<file path="config.mk">
export PLATFORM = sky130hd
export DESIGN_NAME = imupcf_ctrl
export DESIGN_NICKNAME = d
export VERILOG_FILES = /design/src/imupcf_pkg.sv /design/src/imupcf_ctrl.sv
export SDC_FILE = /design/constraint.sdc
export NUM_CORES = 1
export LEC_CHECK = 0
export ABC_AREA = 1
export BUFFER_PORTS_ARGS = -buffer_cell sky130_fd_sc_hd__buf_2
export CAP_MARGIN = 20
export CORE_MARGIN = 4
export CORE_UTILIZATION = 35
export DETAILED_ROUTE_END_ITERATION = 10
export HOLD_SLACK_MARGIN = 0.15
export PLACE_DENSITY = 0.53
export SYNTH_ARGS = -nofsm -noshare
export SYNTH_HDL_FRONTEND = slang
export SYNTH_SLANG_ARGS = --single-unit
</file>
<file path="constraint.sdc">
create_clock -name clk -period 1.2 [get_ports clk]
set_input_delay 0.18 -clock clk [delete_from_list [all_inputs] [get_ports clk]]
set_output_delay 0.18 -clock clk [all_outputs]
set_load 0.01 [all_outputs]
</file>
<file path="src/imupcf_pkg.sv">
// Shared types, register indexes and the CORDIC angle table for the pitch filter.
`default_nettype none

package imupcf_pkg;

    localparam logic [1:0] REG_GYRO_BIAS    = 2'd0;
    localparam logic [1:0] REG_GYRO_SENS    = 2'd1;
    localparam logic [1:0] REG_BLEND_WEIGHT = 2'd2;
    localparam logic [1:0] REG_TICK_PERIOD  = 2'd3;

    typedef struct packed {
        logic       load;
        logic       mul1;
        logic       mul2;
        logic       mul3;
        logic       div_step;
        logic       sqrt_step;
        logic       sqrt_last;
        logic       cordic_step;
        logic [4:0] step_idx;
        logic       acc;
        logic       blend;
        logic       sum;
        logic       publish;
    } imupcf_cmd_t;

    // atan(2^-i) in Q24 degrees
    function automatic logic [31:0] atan_q24(input logic [4:0] i);
        logic [31:0] v;
        case (i)
            5'd0:    v = 32'd754974720;
            5'd1:    v = 32'd445687602;
            5'd2:    v = 32'd235489088;
            5'd3:    v = 32'd119537938;
            5'd4:    v = 32'd60000934;
            5'd5:    v = 32'd30029717;
            5'd6:    v = 32'd15018523;
            5'd7:    v = 32'd7509720;
            5'd8:    v = 32'd3754917;
            5'd9:    v = 32'd1877466;
            5'd10:   v = 32'd938734;
            5'd11:   v = 32'd469367;
            5'd12:   v = 32'd234684;
            5'd13:   v = 32'd117342;
            5'd14:   v = 32'd58671;
            5'd15:   v = 32'd29335;
            5'd16:   v = 32'd14668;
            5'd17:   v = 32'd7334;
            5'd18:   v = 32'd3667;
            5'd19:   v = 32'd1833;
            5'd20:   v = 32'd917;
            5'd21:   v = 32'd458;
            5'd22:   v = 32'd229;
            5'd23:   v = 32'd115;
            default: v = 32'd0;
        endcase
        return v;
    endfunction

endpackage

`default_nettype wire

</file>
<file path="src/imupcf_ctrl.sv">
// Sequencer for the pitch filter: steps the datapath through one sample.
`default_nettype none

module imupcf_ctrl
    import imupcf_pkg::*;
#(
    parameter int ANGLE_FRAC_BITS = 16,
    parameter int CORDIC_STEPS    = 18
)
(
    input  wire         clk,
    input  wire         rst_n,
    input  wire         s_tvalid,
    output logic        s_tready,
    output logic        m_tvalid,
    input  wire         m_tready,
    output imupcf_cmd_t cmd
);

    localparam int DW   = 49 + ANGLE_FRAC_BITS;
    localparam int CNTW = $clog2(DW);

    typedef enum logic [8:0] {
        ST_IDLE  = 9'b000000001,
        ST_MUL1  = 9'b000000010,
        ST_MUL2  = 9'b000000100,
        ST_MUL3  = 9'b000001000,
        ST_ITER  = 9'b000010000,
        ST_ACC   = 9'b000100000,
        ST_BLEND = 9'b001000000,
        ST_SUM   = 9'b010000000,
        ST_OUT   = 9'b100000000
    } state_t;

    state_t            state_reg, state_next;
    logic [CNTW-1:0]   cnt_reg, cnt_next;
    logic              mvalid_reg, mvalid_next;
    logic [CNTW-1:0]   cordic_cnt;

    assign s_tready   = (state_reg == ST_IDLE);
    assign m_tvalid   = mvalid_reg;
    assign cordic_cnt = cnt_reg - CNTW'(32);

    always_comb
    begin
        cmd             = '0;
        cmd.load        = s_tvalid && (state_reg == ST_IDLE);
        cmd.mul1        = (state_reg == ST_MUL1);
        cmd.mul2        = (state_reg == ST_MUL2);
        cmd.mul3        = (state_reg == ST_MUL3);
        cmd.div_step    = (state_reg == ST_ITER);
        cmd.sqrt_step   = (state_reg == ST_ITER) && (cnt_reg < CNTW'(32));
        cmd.sqrt_last   = (state_reg == ST_ITER) && (cnt_reg == CNTW'(31));
        cmd.cordic_step = (state_reg == ST_ITER) && (cnt_reg >= CNTW'(32))
                          && (cnt_reg < CNTW'(32 + CORDIC_STEPS));
        cmd.step_idx    = (cnt_reg < CNTW'(32)) ? cnt_reg[4:0] : cordic_cnt[4:0];
        cmd.acc         = (state_reg == ST_ACC);
        cmd.blend       = (state_reg == ST_BLEND);
        cmd.sum         = (state_reg == ST_SUM);
        cmd.publish     = (state_reg == ST_OUT) && (!mvalid_reg || m_tready);
    end

    always_comb
    begin
        state_next  = state_reg;
        cnt_next    = cnt_reg;
        mvalid_next = mvalid_reg;
        if (mvalid_reg && m_tready)
        begin
            mvalid_next = 1'b0;
        end
        case (state_reg)
            ST_IDLE:
            begin
                if (s_tvalid)
                begin
                    state_next = ST_MUL1;
                end
            end
            ST_MUL1:  state_next = ST_MUL2;
            ST_MUL2:  state_next = ST_MUL3;
            ST_MUL3:
            begin
                cnt_next   = '0;
                state_next = ST_ITER;
            end
            ST_ITER:
            begin
                cnt_next = cnt_reg + CNTW'(1);
                if (cnt_reg == CNTW'(DW - 1))
                begin
                    state_next = ST_ACC;
                end
            end
            ST_ACC:   state_next = ST_BLEND;
            ST_BLEND: state_next = ST_SUM;
            ST_SUM:   state_next = ST_OUT;
            ST_OUT:
            begin
                if (!mvalid_reg || m_tready)
                begin
                    mvalid_next = 1'b1;
                    state_next  = ST_IDLE;
                end
            end
            default:  state_next = ST_IDLE;
        endcase
    end

    always_ff @(posedge clk or negedge rst_n)
    begin
        if (!rst_n)
        begin
            state_reg  <= ST_IDLE;
            cnt_reg    <= '0;
            mvalid_reg <= 1'b0;
        end
        else
        begin
            state_reg  <= state_next;
            cnt_reg    <= cnt_next;
            mvalid_reg <= mvalid_next;
        end
    end

`ifndef SYNTH
    a_accept_starts: assert property (@(posedge clk) disable iff (!rst_n)
        (s_tvalid && s_tready) |=> (state_reg == ST_MUL1))
        else $error("input transfer did not start a sample");
    a_publish_valid: assert property (@(posedge clk) disable iff (!rst_n)
        cmd.publish |=> m_tvalid)
        else $error("published result not valid");
    a_cnt_bound: assert property (@(posedge clk) disable iff (!rst_n)
        (state_reg == ST_ITER) |-> (cnt_reg <= CNTW'(DW - 1)))
        else $error("iteration counter out of range");
    a_no_overwrite: assert property (@(posedge clk) disable iff (!rst_n)
        (m_tvalid && !m_tready) |-> !cmd.publish)
        else $error("pending result overwritten");
`endif

endmodule

`default_nettype wire

</file>
# Word level (Yosys, flattened, before mapping)

Cells that the tools add are included.

Flip-flop bits (word level): 17
Bits of input ports: 4
Output and inout bits: 19
Logic and storage cells: 42

$add $sub $neg: 2
Magnitude comparators: 3
Equal/unequal tests: 14
Mux-type cells: 9
Reduce and logical (&&, ||, !) cells: 11

Operators by type and width:

| cell                | count |
|---|---|
| $pmux 9 s9          | 1 |
| $mux 9              | 3 |
| $lt 7x6->1 const B  | 2 |
| $pmux 7 s2          | 1 |
| $eq 9x1->1 const B  | 1 |
| $eq 9x2->1 const B  | 1 |
| $eq 9x3->1 const B  | 1 |
| $eq 9x4->1 const B  | 1 |
| $eq 9x5->1 const B  | 1 |
| $eq 9x6->1 const B  | 1 |
| $eq 9x7->1 const B  | 1 |
| $eq 9x8->1 const B  | 1 |
| $eq 9x9->1 const B  | 1 |
| $add 7x1->7 const B | 1 |
| $eq 7x5->1 const B  | 1 |
| $eq 7x7->1 const B  | 1 |
| $ge 7x6->1 const B  | 1 |
| $logic_and 1x1->1   | 7 |
| $mux 5              | 1 |
| $sub 5x1->5 const B | 1 |
| $ne 2x1->1 const B  | 2 |
| $mux 1              | 3 |
| $reduce_and 3->1    | 1 |
| $ne 2x2->1 const B  | 1 |
| other kinds (3)     | 3 |

# Depth between registers and ports, before layout

Gate-level depths: netlist of the first run.

Word-level depth: 4
Mapped depth: 8
Depth with buffers taken out: 8

# Worst setup path after synthesis of the first run

Ideal clock, no wire load.

Kind: register to output
Start point: register state_reg[3]
End point: output cmd[10] (netlist bit)
Data arrival time: 1084 ps
Setup slack: -64 ps
Stages on the path, launching flop included: 8
Cells stage by stage: dfrtp_1 > nor2_1 > nand2_2 > inv_4 > nand3_4 > clkinv_4 > nand2_2 > nor3_2

RTL lines:

| what                   | line               | source |
|---|---|---|
| from (decl)            | imupcf_ctrl.sv:35  | `state_t state_reg, state_next;` |
| from (signal assigned) | imupcf_ctrl.sv:120 | `state_reg <= state_next;` |
| to (decl)              | imupcf_ctrl.sv:17  | `output imupcf_cmd_t cmd` |

==> impl_metrics.py, run 1 <==
metrics = {
    "run_status": {
        "status": "complete, but fails checks",
        "violations": "negative setup slack",
    },
    "place": {
        "placed_cells": 237,
        "place_ws_ps": -212,
        "place_area_um2": 1440,
        "gp_congestion": 0.843,
        "dp_hpwl_mm": 2.13,
        "io_buffers": 22,
    },
    "pwr": {
        "power_mw": 2.53,
        "p_leak_nw": 1.05,
        "p_per_area_nw_per_um2": 1320,
        "peakVddDrop_mv": 1.10,
    },
    "clocking": {
        "numCtsBuffers": 3,
        "clk_pin_slew_ps": 110,
        "worstSkewPairLatency_ps": 300,
        "cts_sinks": 17,
        "cts_tree": "done",
        "htreeDepth": 1,
        "clockBufferDepth": 2,
        "clockRootBuffer": "clkbuf_4",
    },
    "finish": {
        "drive_above_1_share_pct": 56.8,
        "fin_nets": 229,
        "syn_to_final_growth_pct": 68.9,
        "final_area_um2": 1910,
        "final_util_pct": 62.2,
        "fin_cells": 266,
        "largest_reg_flops": 9,
        "diodes": 0,
    },
    "routing": {
        "ant_nets": 0,
        "routed_wirelength_mm": 3.08,
        "vias_per_cell": 4.56,
        "first_pass_iters": 4,
        "wire_per_inst_um": 11.6,
        "num_vias": 1212,
        "drtIter0Drc": 56,
        "drc": 0,
    },
    "die": {
        "start_util_pct": 36.8,
        "ios": 23,
        "rows": 20,
        "core_um2": 3080,
        "die_h_um": 64.9,
        "fp.dieW_um": 64.9,
        "dieArea_um2": 4210,
    },
    "setup_path": {
        "worstPathArrival_ps": 1510,
        "crit_type": "flip-flop to primary output",
        "cp_max_fo": 6,
        "crit_family": "flip-flops",
        "end_kind": "primary output",
        "slowest_stage": "dfstp_2",
        "cp-start-kind": "flip-flop",
        "crit_required_ps": 1020,
        "crit_chain": "nor2_4 > nand2_2 > inv_4 > nand3_4 > clkinv_4 > nand2_4 > nor2_1 > buf_2",
        "crit_buf_inv": 3,
        "cp_slowest_stage_delay_ps": 600,
    },
    "sta": {
        "slew_headroom_pct": 72.9,
        "rsz0062_at_grt": "true",
        "worst_hold_slack_ps": 325,
        "skew_ps": 11.7,
        "setup_tns_ps": -8020,
        "setup_viol": 27,
        "hold_viol": 0,
        "fin_crit_sh_pct": 141,
        "clock.fmax_mhz": 592,
        "tightest_slew_ps": 407,
        "min_period_ps": 1690,
        "postLayoutSetupSlackWorst_ps": -490,
        "report.final.slew_viol_count": 0,
    },
    "synthesis": {
        "syn_inst": 155,
        "yosysTopAreaCellShare_pct": 35.3,
        "syn_nets": 161,
        "synth.avg_cell_area_um2": 7.31,
        "synth_area_um2": 1130,
        "synth_seq_area_share_pct": 37.6,
        "synthDistinctLibCells": 24,
        "synth_area_leaders": "dfrtp_1, inv_1, nand2_1, nor2_1, nand3_1",
        "ys_ff_latch": 17,
        "synth_warnings": 0,
        "synth_top_cell_by_area": "dfrtp_1",
    },
    "grt": {
        "grt_pass1_wl_mm": 5.31,
        "track_usage_pct": 16.1,
        "first_global_vias": 1209,
        "grt_overflow": 0,
        "grt_max_degree": 18,
        "antenna_found_initial": 0,
    },
    "flow_run": {
        "maxCapViolCount": 0,
    },
    "min_path": {
        "hp-class": "primary input to async pin",
    },
}
-- synth_stat cells (all sizes together) --
master and count:
nand2 28, nand3 16, nand4 4, dfrtp 16, inv 31, o21a 1
nor3 5, buf 6, nor2 29, o21ai 10, clkinv 1, a21oi 3
xor2 1, o31ai 1, ha 2, dfstp 1
-- final cells by class --
cell class	count	area, µm²
fill	275	1160
multi-input combinational	100	721
tap	44	55.1
inverter	32	133
clock inverter	1	5.00
timing repair buffer	69	551
clock buffer	3	22.5
sequential	17	428
-- final timing paths --
check / depth (start not counted) / slack, ps / from / to
max: 8 / -490 / state_reg[0] / cmd[11]
max reg2reg: 10 / -310 / state_reg[0] / state_reg[5]
min in group clk: 7 / 460 / m_tready / state_reg[1]
min: 2 / 320 / rst_n / state_reg[1]
min reg2reg: 2 / 570 / m_tvalid / m_tvalid
max in group asynchronous: 2 / 540 / rst_n / state_reg[0]
-- repair_timing --
item / CTS / global route
setup endpoints to repair: 28 / 32
pin swaps: 11 / 8
gates resized for setup: 36 / 33
hold buffers: 3 / 0
buffers inserted: 14 / 11
hold endpoints to repair: 20 / 0
-- report_power, final --
part           leakage (nW)  internal [mW]  switching, mW  total, mW
combinational         0.807          0.765          0.704       1.47
clock                0.0177          0.124          0.200      0.324
sequential            0.230          0.658         0.0813      0.740
-- cell usage in the layout (no fill, tap or decap), drive strengths merged --
cell / count
buf: 66
inv: 31
nor2: 29
nand2: 28
dfrtp: 16
nand3: 16
o21ai: 10
nor3: 5
nand4: 4
clkbuf: 3
dlygate4sd3: 3
a21oi: 3
ha: 2
clkinv: 2
xor2: 1
o31ai: 1
o21a: 1
dfstp: 1
-- metal layers --
layer,vias up,GRT usage [%],routed length [µm]
met1,575,19.9,1330
met3,7,2.60,84
li1,611,-,-
met2,19,28.4,1610
met5,-,0,0
met4,0,4.75,65
-- cells by family (layout without fill, tap and decap cells) --
family / Yosys count / in the layout / synth area share, %
and+or+nand+nor: 82 / 82 / 36.8
buffers and inverters: 38 / 105 / 15.2
DFF: 17 / 17 / 37.6
AOI/OAI and AO/OA: 15 / 15 / 7.40
adders and majority gates: 2 / 2 / 2.21
xor gates and xnor gates: 1 / 1 / 0.773
Power figures use the tool's default switching activity.
==> inputs of run 2 (changes only) <==
Settings changed: PLACE_DENSITY 0.53 to not set, SLEW_MARGIN set to 0.
==> run 2 against run 1 <==
Net effect: the flow still finishes with violations (negative setup slack); via count up 2.9%; cell area is 6.9% lower; clock power increased by 2%; critical path depth fell by 1.
==> impl_metrics.py, run 2 (same netlist as run 1, synthesis figures left out) <==
metrics = {
    "sta": {
        "min_period_ps": 1710,
        "fin_crit_sh_pct": 142,
        "postLayoutSetupSlackWorst_ps": -508,
        "setup_tns_ps": -9580,
        "tightest_slew_ps": 426,
        "setup_viol": 28,
        "report.final.slew_viol_count": 0,
        "hold_viol": 0,
        "worst_hold_slack_ps": 219,
        "rsz0062_at_grt": "true",
        "clock.fmax_mhz": 586,
        "slew_headroom_pct": 71.6,
        "skew_ps": 1.27,
    },
    "run_status": {
        "status": "complete, but fails checks",
        "violations": "negative setup slack",
    },
    "clocking": {
        "worstSkewPairLatency_ps": 300,
        "numCtsBuffers": 3,
        "htreeDepth": 1,
        "cts_sinks": 17,
        "clockBufferDepth": 2,
        "clk_pin_slew_ps": 100,
        "cts_tree": "done",
        "clockRootBuffer": "clkbuf_4",
    },
    "place": {
        "gp_congestion": 0.824,
        "io_buffers": 22,
        "dp_hpwl_mm": 2.08,
        "place_ws_ps": -213,
    },
    "setup_path": {
        "end_kind": "primary output",
        "worstPathArrival_ps": 1530,
        "r2r-end": "state_reg[1]",
        "cp_max_fo": 6,
        "crit_path_start": "state_reg[1]",
        "r2r_cells": 11,
        "cp-start-kind": "flip-flop",
        "r2r_setup_slack_ps": -350,
        "crit_required_ps": 1020,
        "r2r_start": "state_reg[0]",
        "crit_end": "cmd[0]",
        "crit_type": "flip-flop to primary output",
    },
    "finish": {
        "diodes": 0,
        "mostFrequentLayoutCell": "buf_4",
        "drive_above_1_share_pct": 51.6,
        "syn_to_final_growth_pct": 57.3,
        "n_fill_cell": 282,
        "fin_nets": 226,
        "largest_reg_flops": 9,
        "layout_common_cells": "buf_4, inv_1, buf_2",
    },
    "pwr": {
        "p_per_area_nw_per_um2": 1400,
        "peakVddDrop_mv": 1.06,
        "p_leak_nw": 1.02,
    },
    "routing": {
        "ant_nets": 0,
        "first_pass_iters": 4,
        "drc": 0,
        "vias_per_cell": 4.74,
        "routed_wirelength_mm": 3.13,
        "drtIter0Drc": 45,
        "num_vias": 1247,
        "wire_per_inst_um": 11.9,
    },
    "grt": {
        "first_global_vias": 1187,
        "grt_overflow": 0,
        "grt_max_degree": 18,
        "antenna_found_initial": 0,
        "track_usage_pct": 15.7,
        "grt_pass1_wl_mm": 5.20,
    },
    "die": {
        "core_um2": 3080,
        "fp.dieW_um": 64.9,
        "rows": 20,
        "dieArea_um2": 4210,
        "ios": 23,
        "die_h_um": 64.9,
        "start_util_pct": 36.8,
    },
    "flow_run": {
        "maxCapViolCount": 0,
    },
    "min_path": {
        "hp-class": "primary input to flip-flop",
    },
}
run 2: cell types whose count changed in the layout (fill, tap and decap cells not counted), sizes merged:
cell	previous run	this run
clkinv	2	1
buf	66	64
clkbuf	3	4
dlygate4sd3	3	2
run 2: how the worst min path moves through the flow:
stage,startpoint,to,slack (ps),cells after the start
after floorplan,rst_n,cnt_reg[0],-120,0
after global placement,rst_n,state_reg[2],130,1
after detailed placement,rst_n,state_reg[2],130,1
after CTS,s_tvalid,state_reg[0],220,5
after global routing,s_tvalid,state_reg[0],250,5
final,s_tvalid,state_reg[0],220,5
run 2: per-layer routing:
| metal | global-route usage, % | share of wire (%) | up-vias | routed length (µm) |
|---|---|---|---|---|
| li1 | - | - | 614 | - |
| met1 | 19.7 | 41 | 592 | 1300 |
| met2 | 26.9 | 51 | 36 | 1590 |
| met3 | 2.60 | 6.3 | 5 | 198 |
| met4 | 5.54 | 1.3 | 0 | 42 |
| met5 | 0 | 0 | - | 0 |
run 2: what timing repair did:
item / CTS / global route
endpoints found under the hold margin: 19 / 0
hold buffers: 2 / 0
endpoints found under the setup margin: 26 / 30
setup buffers: 12 / 9
pin swaps: 10 / 6
gates resized for setup: 26 / 20
run 2: final cells by class:
class / instances / area, µm² / area share [%]
clock buffers: 4 / 26.3 / 1.47
flip-flops and latches: 17 / 428 / 24.0
inverters: 32 / 130 / 7.30
repair buffers: 66 / 483 / 27.1
well taps: 44 / 55.1 / 3.09
multi-input cells: 100 / 661 / 37.1
run 2: worst max-delay path, stage by stage, from the launching register on:
cell     delay, ps
dfrtp_1        430
nor2_4         130
nand2_2         90
inv_4          100
buf_4          120
nand4_1        100
nor2_1         110
buf_2          130
run 2: where the power goes:
part,switching [mW],total (mW),internal [mW],leakage [nW]
clock,0.201,0.331,0.130,0.0150
combinational,0.690,1.44,0.747,0.777
sequential,0.0756,0.734,0.658,0.230
total,0.967,2.50,1.54,1.02
run 2: metrics by stage:
step / utilization, % / cell area, µm² / std cells / power [mW]
floorplan: - / 1130 / 155 / 1.29
global placement: 47.0 / 1450 / 239 / 1.66
detailed placement: 47.0 / 1450 / 239 / 1.69
CTS: 54.0 / 1660 / 256 / 2.22
global route: 57.9 / 1780 / 263 / 2.68
finish: 57.9 / 1780 / 263 / 2.50
==> inputs of run 3 (changes only) <==
Settings changed: ABC_AREA 1 to 0.
Clock period 1.2 ns to 1.4 ns, I/O delays scaled along.
==> run 3 against run 2 <==
Net effect: the flow still finishes with violations (negative setup slack); sequential power shrank 14%; largest power group unchanged; highest routed layer unchanged; cell count down 19%; sequential share of layout area grew 0.52 points; register-to-register slack lost 60 ps; critical endpoint is now cmd[16].
==> impl_metrics.py, run 3 <==
metrics = {
    "finish": {
        "sequential_cell_area_um2": 430,
        "fin_nets": 189,
        "mostFrequentLayoutCell": "buf_4",
        "multi_input_area_um2": 692,
        "layout_common_cells": "buf_4, buf_2, buf_6",
        "diodes": 0,
        "n_fill_cell": 240,
        "drive_above_1_share_pct": 56.0,
        "largest_reg_flops": 9,
        "syn_to_final_growth_pct": 65.1,
    },
    "place": {
        "dp_hpwl_mm": 2.06,
        "io_buffers": 22,
        "place_ws_ps": -317,
        "gp_congestion": 0.783,
    },
    "sta": {
        "clock.fmax_mhz": 504,
        "skew_ps": 2.99,
        "report.final.slew_viol_count": 0,
        "setup_tns_ps": -9550,
        "min_period_ps": 1980,
        "rsz0062_at_grt": "true",
        "slew_headroom_pct": 75.2,
        "setup_viol": 26,
        "hold_viol": 0,
        "postLayoutSetupSlackWorst_ps": -583,
        "fin_crit_sh_pct": 142,
        "tightest_slew_ps": 369,
    },
    "synthesis": {
        "synth_area_um2": 1060,
        "synth.avg_cell_area_um2": 9.01,
        "synthDistinctLibCells": 40,
        "synth_warnings": 0,
        "syn_nets": 124,
        "synth_edf_count": 0,
        "synth_seq_area_share_pct": 40.1,
        "yosysTopAreaCellShare_pct": 37.6,
        "synthArstFlopShare_pct": 100,
        "synth_top_cell_by_area": "dfrtp_1",
        "synth_area_leaders": "dfrtp_1, buf_4, nor2b_1, nor2_1, and3_1",
        "synthTopCellsByCount": "dfrtp_1, nor2_1, nand2_1",
        "synth_most_common_cell": "dfrtp_1",
        "syn_inst": 118,
        "ys_ff_latch": 17,
        "synth_ff_type": "dfrtp_1",
    },
    "routing": {
        "ant_nets": 0,
        "first_pass_iters": 4,
        "routed_wirelength_mm": 2.86,
        "drc": 0,
        "num_vias": 1108,
        "wire_per_inst_um": 13.4,
        "drtIter0Drc": 25,
        "vias_per_cell": 5.20,
    },
    "die": {
        "die_h_um": 63.1,
        "rows": 19,
        "dieArea_um2": 3980,
        "start_util_pct": 37.6,
        "ios": 23,
        "core_um2": 2830,
        "fp.dieW_um": 63.1,
    },
    "pwr": {
        "clockPowerShare_pct": 13.0,
        "peakVddDrop_mv": 0.451,
        "power_mw": 1.99,
        "switchingPower_mw": 0.705,
        "p_sw_share_pct": 35.3,
        "p_leak_nw": 0.868,
        "comb_power_share_pct": 55.5,
        "p_per_area_nw_per_um2": 1140,
        "internal_power_mw": 1.29,
        "sequentialPowerShare_pct": 31.5,
    },
    "flow_run": {
        "maxCapViolCount": 0,
    },
    "setup_path": {
        "crit_type": "flip-flop to primary output",
        "cp-start-kind": "flip-flop",
        "crit_chain": "or4_4 > nor2_4 > nand3_2 > inv_2 > and2_4 > buf_6",
        "end_kind": "primary output",
        "slowest_stage": "or4_4",
        "worstPathArrival_ps": 1770,
        "cp_max_fo": 3,
        "crit_required_ps": 1190,
        "cp_slowest_stage_delay_ps": 580,
    },
    "grt": {
        "track_usage_pct": 15.1,
        "grt_overflow": 0,
        "grt_pass1_wl_mm": 4.82,
        "use_met2_pct": 26.4,
        "grtUsageMet1_pct": 18.6,
        "grt_util_met3_pct": 1.78,
        "grt_max_degree": 18,
        "first_global_vias": 1092,
        "antenna_found_initial": 0,
        "grt_busiest_layer": "met2",
    },
    "clocking": {
        "worstSkewPairLatency_ps": 280,
        "cts_sinks": 17,
        "clockBufferDepth": 2,
        "htreeDepth": 1,
        "clockRootBuffer": "clkbuf_4",
        "cts_tree": "done",
        "clk_pin_slew_ps": 100,
        "numCtsBuffers": 3,
    },
    "min_path": {
        "hp-class": "primary input to flip-flop",
    },
    "run_status": {
        "status": "complete, but fails checks",
        "violations": "negative setup slack",
    },
}
[run 3: cell count changes in the layout (fill, tap and decap cells not counted), moves of 4 or more]
cell     previous run  this run
buf_4              36        30
buf_6               6        16
o21ai_1             5         0
inv_1              24         6
nand3_1             9         3
nor2_1             17         7
nand2_1            20         6
nor4_4              0         4
nor2b_1             0         7
nor2_2              7         1
[run 3: area by class of cell]
class,count,share of cell area (%)
Timing Repair Buffer,68,30.2
Clock inverter,1,0.285
Sequential cell,17,24.5
Clock buffer,3,1.28
Multi-Input combinational cell,84,39.4
Inverter,9,2.07
Tap cell,31,2.21
[run 3: path summary, 6_finish.rpt]
check	startpoint	end	slack, ps	depth (start not counted)
max in group asynchronous	rst_n	state_reg[0]	720	2
min in group asynchronous	rst_n	state_reg[1]	370	2
worst min-delay path	m_tready	state_reg[8]	340	5
worst min register to register	m_tvalid	m_tvalid	570	2
worst max register to register	state_reg[8]	cnt_reg[6]	-410	9
worst max-delay path	state_reg[8]	cmd[16]	-580	6
[run 3: what timing repair did]
item | CTS | global route
setup buffers | 7 | 11
hold endpoints to repair | 19 | 0
endpoints found under the setup margin | 27 | 27
pin swaps | 6 | 14
resized for setup | 6 | 30
hold buffers | 3 | 0
[run 3: worst max-delay path, delay by kind of cell (launching register included)]
| kind | cells | cell delay, ps |
|---|---|---|
| simple gates | 4 | 930 |
| buf+inv | 2 | 160 |
| flops | 1 | 410 |
[run 3: power groups by stage]
stage | registers [mW] | clock network (mW) | logic (mW)
floorplan | 0.648 | 0 | 0.425
global placement | 0.628 | 0 | 0.786
detailed placement | 0.631 | 0 | 0.802
CTS | 0.629 | 0.277 | 0.933
global route | 0.642 | 0.294 | 1.21
finish | 0.629 | 0.258 | 1.11
[run 3: cell families after synthesis]
group           share of synthesized area (%)
compound gates                           12.9
xor+xnor                                0.824
fa+ha+maj                                2.35
buf+inv                                  8.12
flops                                    40.1
mux                                      1.88
simple gates                             33.8
[run 3: metrics by stage]
stage	hold slack (ps)	instances	area [µm²]	util, %
4_1_cts	320	203	1550	54.9
2_1_floorplan	-85.6	118	1120	-
6_report	344	213	1760	62.1
3_3_place_gp	163	190	1420	50.3
5_1_grt	338	213	1760	62.1
3_5_place_dp	160	190	1420	50.3
[run 3: per-layer routing]
layer | vias up | wire length, µm | share of wire, %
li1 | 547 | - | -
met1 | 534 | 1290 | 45
met2 | 23 | 1430 | 50
met3 | 4 | 96 | 3.4
met4 | 0 | 43 | 1.5
met5 | - | 0 | 0
